--- src/hw/rtl/vlrs_pkg.sv ---
// ----------------------------------------------------------------------------
// vlrs_pkg: shared definitions for the variable-length record stack
// Sizes, operation and status codes, micro-program step addresses, control
// word and sequencer flag structs, and the length clamp.
// ----------------------------------------------------------------------------
package vlrs_pkg;

    // Store geometry
    localparam int BUFFER_BYTES     = 1024;
    localparam int HEADER_BYTES     = 4;
    localparam int MAX_RECORD_BYTES = 8;

    // Fixed field widths
    localparam int OP_W       = 3;
    localparam int DATA_W     = 64;
    localparam int LEN_W      = 4;
    localparam int STATUS_W   = 2;
    localparam int DATA_BYTES = DATA_W / 8;

    // Derived widths
    localparam int ADDR_W  = $clog2(BUFFER_BYTES);
    localparam int PTR_W   = $clog2(BUFFER_BYTES + HEADER_BYTES + MAX_RECORD_BYTES + 1);
    localparam int CNT_W   = $clog2(HEADER_BYTES + MAX_RECORD_BYTES + 1);
    localparam int IDX_W   = $clog2(DATA_BYTES);
    localparam int HDR_W   = 8 * HEADER_BYTES;
    localparam int SHIFT_W = HDR_W + DATA_W;

    // Top pointer value of an empty stack
    localparam logic [PTR_W-1:0] TOP_EMPTY = PTR_W'(BUFFER_BYTES);

    // Operation codes
    localparam logic [OP_W-1:0] OP_PUSH  = 3'd0;
    localparam logic [OP_W-1:0] OP_POP   = 3'd1;
    localparam logic [OP_W-1:0] OP_PEEK  = 3'd2;
    localparam logic [OP_W-1:0] OP_CLEAR = 3'd3;
    localparam logic [OP_W-1:0] OP_CHECK = 3'd4;

    // Status codes
    localparam logic [STATUS_W-1:0] ST_OK    = 2'd0;
    localparam logic [STATUS_W-1:0] ST_FULL  = 2'd1;
    localparam logic [STATUS_W-1:0] ST_EMPTY = 2'd2;

    // Micro-program step addresses
    localparam int STEP_W = 3;
    localparam logic [STEP_W-1:0] S_IDLE     = 3'd0;
    localparam logic [STEP_W-1:0] S_SETUP    = 3'd1;
    localparam logic [STEP_W-1:0] S_WRITE    = 3'd2;
    localparam logic [STEP_W-1:0] S_READ_HDR = 3'd3;
    localparam logic [STEP_W-1:0] S_TAKE_LEN = 3'd4;
    localparam logic [STEP_W-1:0] S_READ_REC = 3'd5;
    localparam logic [STEP_W-1:0] S_EMIT     = 3'd6;

    // Datapath micro-operations
    typedef enum logic [2:0] {
        UOP_NONE     = 3'd0,
        UOP_SETUP    = 3'd1,
        UOP_WRITE    = 3'd2,
        UOP_READ_HDR = 3'd3,
        UOP_TAKE_LEN = 3'd4,
        UOP_READ_REC = 3'd5
    } t_uop;

    // Next-step selection
    typedef enum logic [1:0] {
        COND_NEXT     = 2'd0,
        COND_ALWAYS   = 2'd1,
        COND_DISPATCH = 2'd2
    } t_cond;

    // One control word of the micro-program
    typedef struct packed {
        logic              accept;  // hold here until a transaction arrives
        logic              loop;    // repeat the micro-op until the count runs out
        logic              emit;    // hold here until the output register is free
        t_uop              uop;
        t_cond             cond;
        logic [STEP_W-1:0] target;
    } t_ctl;

    // Datapath status seen by the sequencer
    typedef struct packed {
        logic            in_valid;
        logic            out_busy;
        logic            cnt_zero;
        logic            fail;
        logic [OP_W-1:0] op;
    } t_seq_flags;

    // Lengths above the record limit count as the limit
    function automatic logic [LEN_W-1:0] clamp_len(input logic [LEN_W-1:0] v);
        return (v > LEN_W'(MAX_RECORD_BYTES)) ? LEN_W'(MAX_RECORD_BYTES) : v;
    endfunction

endpackage

--- src/hw/rtl/vlrs_seq.sv ---
// ----------------------------------------------------------------------------
// vlrs_seq: micro-program sequencer
// Step counter, control store and next-step logic with holds, jumps and an
// operation dispatch.
// ----------------------------------------------------------------------------
module vlrs_seq import vlrs_pkg::*; (
    input  logic       i_clk,
    input  logic       i_rst_n,
    input  t_seq_flags i_flags,
    output t_ctl       o_ctl
);

    logic [STEP_W-1:0] r_step;
    logic [STEP_W-1:0] n_step;
    logic [STEP_W-1:0] w_disp;
    logic              w_hold;
    t_ctl              w_ctl;

    // Control store
    function automatic t_ctl ctl_rom(input logic [STEP_W-1:0] a);
        t_ctl c;
        c = '{accept: 1'b0, loop: 1'b0, emit: 1'b0, uop: UOP_NONE,
              cond: COND_NEXT, target: S_IDLE};
        case (a)
            S_IDLE: begin
                c.accept = 1'b1;
            end
            S_SETUP: begin
                c.uop  = UOP_SETUP;
                c.cond = COND_DISPATCH;
            end
            S_WRITE: begin
                c.loop   = 1'b1;
                c.uop    = UOP_WRITE;
                c.cond   = COND_ALWAYS;
                c.target = S_EMIT;
            end
            S_READ_HDR: begin
                c.loop = 1'b1;
                c.uop  = UOP_READ_HDR;
            end
            S_TAKE_LEN: begin
                c.uop = UOP_TAKE_LEN;
            end
            S_READ_REC: begin
                c.loop = 1'b1;
                c.uop  = UOP_READ_REC;
            end
            S_EMIT: begin
                c.emit   = 1'b1;
                c.cond   = COND_ALWAYS;
                c.target = S_IDLE;
            end
            default: begin
                c.cond   = COND_ALWAYS;
                c.target = S_IDLE;
            end
        endcase
        return c;
    endfunction

    assign w_ctl = ctl_rom(r_step);
    assign o_ctl = w_ctl;

    // Dispatch on the operation; failed checks go straight to the result
    always_comb begin
        if (i_flags.fail) begin
            w_disp = S_EMIT;
        end else begin
            case (i_flags.op)
                OP_PUSH:          w_disp = S_WRITE;
                OP_POP, OP_PEEK:  w_disp = S_READ_HDR;
                default:          w_disp = S_EMIT;
            endcase
        end
    end

    // Next step
    assign w_hold = (w_ctl.loop && !i_flags.cnt_zero) ||
                    (w_ctl.accept && !i_flags.in_valid) ||
                    (w_ctl.emit && i_flags.out_busy);

    always_comb begin
        if (w_hold) begin
            n_step = r_step;
        end else begin
            case (w_ctl.cond)
                COND_NEXT:     n_step = r_step + STEP_W'(1);
                COND_ALWAYS:   n_step = w_ctl.target;
                COND_DISPATCH: n_step = w_disp;
                default:       n_step = S_IDLE;
            endcase
        end
    end

    always_ff @(posedge i_clk) begin
        if (!i_rst_n) begin
            r_step <= S_IDLE;
        end else begin
            r_step <= n_step;
        end
    end

endmodule

--- config.mk ---
export PLATFORM = sky130hd
export DESIGN_NAME = vlrs_seq
export DESIGN_NICKNAME = d
export VERILOG_FILES = /design/src/hw/rtl/vlrs_pkg.sv /design/src/hw/rtl/vlrs_seq.sv
export SDC_FILE = /design/constraint.sdc
export NUM_CORES = 1
export LEC_CHECK = 0
export BUFFER_PORTS_ARGS = -buffer_cell sky130_fd_sc_hd__buf_2
export CORE_AREA = 3 3 40 42
export CTS_CLUSTER_SIZE = 8
export DETAILED_ROUTE_END_ITERATION = 8
export DIE_AREA = 0 0 43 45
export SYNTH_ARGS = -nofsm -noshare
export SYNTH_HDL_FRONTEND = slang
export SYNTH_SLANG_ARGS = --single-unit
--- constraint.sdc ---
create_clock -name i_clk -period 1.95 [get_ports i_clk]
set_input_delay 0.4875 -clock i_clk [delete_from_list [all_inputs] [get_ports i_clk]]
set_output_delay 0.4875 -clock i_clk [all_outputs]
set_load 0.03 [all_outputs]
# Yosys cells after proc, flatten, opt, wreduce, memory -nomap -nowiden
# Cells that the tools add are included.
# classes
add_sub_neg,1
n_eq_ne,10
mux,9
n_reduce_logical,13
# ops
operator,count
3-bit case mux with 5 select lines,1
"3-bit by 2-bit equality test with 1-bit output, second input constant",3
"3-bit equality test, second input constant",3
3-bit case mux with 3 select lines,1
"3-bit by 1-bit equality test with 1-bit output, second input constant",2
3-bit zero test,2
3-bit two-way mux,2
3-bit case mux with 2 select lines,1
2-bit case mux with 2 select lines,1
4-bit OR reduction,1
"3-bit by 1-bit adder with 3-bit output, second input constant",1
1-bit logical AND,3
1-bit two-way mux,3
3-bit OR reduction,1
"2-bit by 1-bit equality test with 1-bit output, second input constant",1
"2-bit equality test, second input constant",1
1-bit zero test,2
2-bit zero test,1
1-bit logical OR,2
2-bit OR reduction,1
# word_totals
regBits,3
inputBits,9

# Longest topological paths before layout
# logic_depth
word_depth,6
mapped_depth,7
depth_no_buf,7

# Worst setup path before layout
# Ideal clock, no wire load.
# synth_path
path_kind,register to register
from,reg r_step[2]
to,reg r_step[1]
setup_time_ns,0.127
arrival_ns,1.667
setup_slack_ns,0.156
stages_incl_launch_ff,7
n_path_buf,0
path_cell_list,dfxtp_1 inv_1 ha_1 nor3_2 nor2b_1 o31ai_1 mux2i_1
# synth_rtl
item,line,text
from (decl),vlrs_seq.sv:13,logic [STEP_W-1:0] r_step;
from (signal assigned),vlrs_seq.sv:100,r_step <= n_step;

==> results.md <==
| Metric | Reported | Unit |
|:---|:---|:---|
| Count of buffers added by post-CTS timing repair for setup | 0 | - |
| Cts bufs inserted | 3 | - |
| Class of the tightest hold or removal check | reg2reg | - |
| Post-route fraction of the period consumed by the critical path | 0.951 | - |
| Clock latency on the worst-skew pair | 0.23 | ns |
| Buffers from clock root to sink, at most | 2 | - |
| Largest net degree at the start of global routing | 9 | - |
| Multi-input combinational cell area | 328 | um^2 |
| Most common cell after layout, fill and taps aside | sky130_fd_sc_hd__buf_2 | - |
| Flip-flop count of the largest register, all copies and words added | 3 | - |
| Diode count | 0 | - |
| Signal arrival time at the worst endpoint | 1.37 | ns |
| TritonCTS clock tree | built | - |
| Switching part of the total | 0.523 | - |
| Final Max Slew Viols | 0 | - |
| Flop and latch count out of synthesis | 3 | - |
| Non-filler cells, final | 90 | - |
| Internal power of the cells | 0.000384 | W |
| Worst-path cell chain | ha_1 > ha_2 > or2_1 > buf_2 | - |
| Family with the most delay on the worst path | adder cells | - |
| Net count, final | 91 | - |
| RSZ-0062 raised after global routing | no | - |
| Gr ovfl total | 0 | - |
| Max IR drop VDD | 0.616 | mV |
| Worst setup SP type | flop | - |
| CTS HTree Levels | 1 | - |
| Initial core utilization | 0.326 | - |
| Final routed wire length divided by cell count | 10.8 | um |
| Fin util | 0.437 | - |
| Start-to-end type of the worst setup path | reg2out | - |
| DR iter-0 viols | 6 | - |
| Antenna-violating nets left | 0 | - |
| Total area of sequential cells | 62.6 | um^2 |
| Number of antenna violations at the first check in global routing | 0 | - |
| Layout cells sized above 1 | 0.480 | - |
| Syn_nets | 69 | - |
| Leakage power total | 0.303 | nW |
| Largest registers in the final layout | r_step: 3 flops | - |
| Post-Syn Area per Cell | 7.76 | um^2 |
| Cell chosen for the clock root | sky130_fd_sc_hd__clkbuf_4 | - |
| Netlist cell types | 26 | - |
| Final critical path time including I/O delays and setup | 1.85 | ns |
| Via count | 408 | - |
| Total routing resource utilization after global routing | 0.109 | - |
| Number of fillers in the final layout | 134 | - |
| First-pass GRT wire length | 1600 | um |
| CP Capture Type | output pin | - |
| Final hold violation count | 0 | - |
| Post-detailed-route DRC marker count | 0 | - |
| Most flops, register | r_step | - |
| Vias per std cell | 4.53 | - |
| Total of buffers placed on input and output ports | 18 | - |
| Detailed-router iteration count before antenna repair | 2 | - |
| Highest-count cells in the layout ignoring fill and taps | sky130_fd_sc_hd__buf_2 (17), sky130_fd_sc_hd__nand2_1 (7), sky130_fd_sc_hd__inv_1 (6) | - |
| Die Area | 0.00194 | mm^2 |
| Achievable Freq | 539 | MHz |
| Overall power | 0.000806 | W |
| Pwr per Cell Area | 1440 | mW/mm^2 |
| Post-Place Cells | 86 | - |
| Number of top-level pins | 20 | - |
| Number of standard cells after synthesis | 54 | - |
| Worst hold slack across all endpoints | 0.481 | ns |
| Cell area after synthesis | 419 | um^2 |
| Critical Path Slowest Stage Cell | sky130_fd_sc_hd__dfxtp_1 | - |
| Vias in the first global route | 384 | - |
| Clk pin slew, worst setup/hold paths | 0.03 | ns |
| Comb power frac | 0.734 | - |
| Row count | 13 | - |
| Largest fanout on the critical path | 5 | - |
| CP bufs+invs | 1 | - |
| Synth warn | 0 | - |
| Share of synthesized area occupied by flip-flops and latches | 0.143 | - |
| Total net switching power | 0.000422 | W |
| # Max-Cap Violations | 0 | - |
| Reg power frac | 0.135 | - |
| Count of endpoints failing setup in the final report | 0 | - |
| Delay contributed by the slowest stage of the critical path | 0.33 | ns |
| Final clock skew | 0.00349 | ns |
| Worst endpoint required time | 1.46 | ns |
| Overall die width | 43 | um |
| Clock network fraction of total power | 0.131 | - |
| Routed WL | 973 | um |
| Routability congestion estimate from global placement | 0.746 | - |
| Setup total negative slack | 0 | ns |
| Die span in y | 45 | um |
| Number of clock sinks seen by CTS | 3 | - |
| HPWL Detailed | 804 | um |
| Placeable core region | 0.00128 | mm^2 |
| Run status | completed | - |
| Synthesis-to-layout area growth | 34.0 | % |
## per-layer routing
layer  GRT usage  wire (um)  vias to the layer above
met3      0.0518         73                        0
met5           0          0                        -
met2       0.174        433                       15
li1            -          -                      218
met1       0.137        465                      175
met4      0.0181          0                        0
## per-stage QoR
step	cell area [um^2]	setup slack [ns]
3_3_place_gp	520	0.142
3_5_place_dp	520	0.170
6_report	562	0.0956
2_1_floorplan	419	0.156
4_1_cts	549	0.00183
5_1_grt	562	0.0117
## timing repair
action                     CTS  global route
gates resized for setup      2             7
hold buffers                 0             0
setup endpoints to repair    4             6
## path summary, 6_finish.rpt
path | from | endpoint | slack [ns] | cells after the start
setup / recovery | r_step[1] | o_ctl[5] | 0.1 | 4
hold / removal | r_step[0] | r_step[0] | 0.48 | 2
setup reg to reg | r_step[1] | r_step[1] | 0.36 | 7
hold reg to reg | r_step[0] | r_step[0] | 0.48 | 2
## power groups by stage
stage,clock [W],combinational [W],sequential (W)
after floorplan,0,0.000438,0.0000989
after global placement,0,0.000578,0.000105
after detailed placement,0,0.000581,0.000105
after CTS,0.000111,0.000584,0.000108
after global routing,0.000122,0.000648,0.000112
final,0.000105,0.000592,0.000109
## cell usage after synthesis
| cell | instances | area [um^2] |
|---|---|---|
| sky130_fd_sc_hd__buf_4 | 2 | 15.0 |
| sky130_fd_sc_hd__a21oi_2 | 2 | 17.5 |
| sky130_fd_sc_hd__mux2i_1 | 2 | 20.0 |
| sky130_fd_sc_hd__a21boi_0 | 1 | 7.51 |
| sky130_fd_sc_hd__a211o_1 | 1 | 8.76 |
| sky130_fd_sc_hd__nor4b_2 | 1 | 15.0 |
| sky130_fd_sc_hd__xor2_1 | 1 | 8.76 |
| sky130_fd_sc_hd__nand2b_1 | 1 | 6.26 |
| sky130_fd_sc_hd__conb_1 | 1 | 3.75 |
| sky130_fd_sc_hd__a21oi_1 | 1 | 5.00 |
| sky130_fd_sc_hd__a21o_1 | 1 | 7.51 |
| sky130_fd_sc_hd__nor3_2 | 2 | 20.0 |
| sky130_fd_sc_hd__nand2_1 | 7 | 26.3 |
| sky130_fd_sc_hd__and2_1 | 1 | 6.26 |
| sky130_fd_sc_hd__nand2b_2 | 1 | 8.76 |
| sky130_fd_sc_hd__ha_1 | 6 | 75.1 |
| sky130_fd_sc_hd__dfxtp_1 | 3 | 60.1 |
| sky130_fd_sc_hd__nor2b_1 | 2 | 12.5 |
| sky130_fd_sc_hd__a21boi_2 | 1 | 11.3 |
| sky130_fd_sc_hd__o31ai_1 | 1 | 7.51 |
| sky130_fd_sc_hd__o31a_1 | 1 | 8.76 |
| sky130_fd_sc_hd__or2_1 | 1 | 6.26 |
| sky130_fd_sc_hd__nor3_1 | 1 | 5.00 |
| sky130_fd_sc_hd__inv_1 | 7 | 26.3 |
| sky130_fd_sc_hd__and2b_1 | 2 | 15.0 |
| sky130_fd_sc_hd__nor2_1 | 4 | 15.0 |
## tightest hold or removal path: cells and delay by family, from the launching register on
kind             cells  cell delay (ns)
multiplexers         1             0.05
AND/OR/NAND/NOR      1             0.06
flip-flops           1             0.33
## cells by family after synthesis
group / share of synthesized area
and+or+nand+nor: 0.325
AOI/OAI and AO/OA: 0.176
buffers and inverters: 0.0985
adders and majority gates: 0.179
DFF: 0.143
muxes: 0.0478
other: 0.00895
xor gates and xnor gates: 0.0209
## layout make-up
cell class	instances	area share
inverters	7	0.0468
clock buffers	4	0.0468
well taps	15	0.0334
multi-input cells	42	0.584
repair buffers	19	0.178
flip-flops and latches	3	0.111
Note: power is estimated with default switching activity, not from simulation.
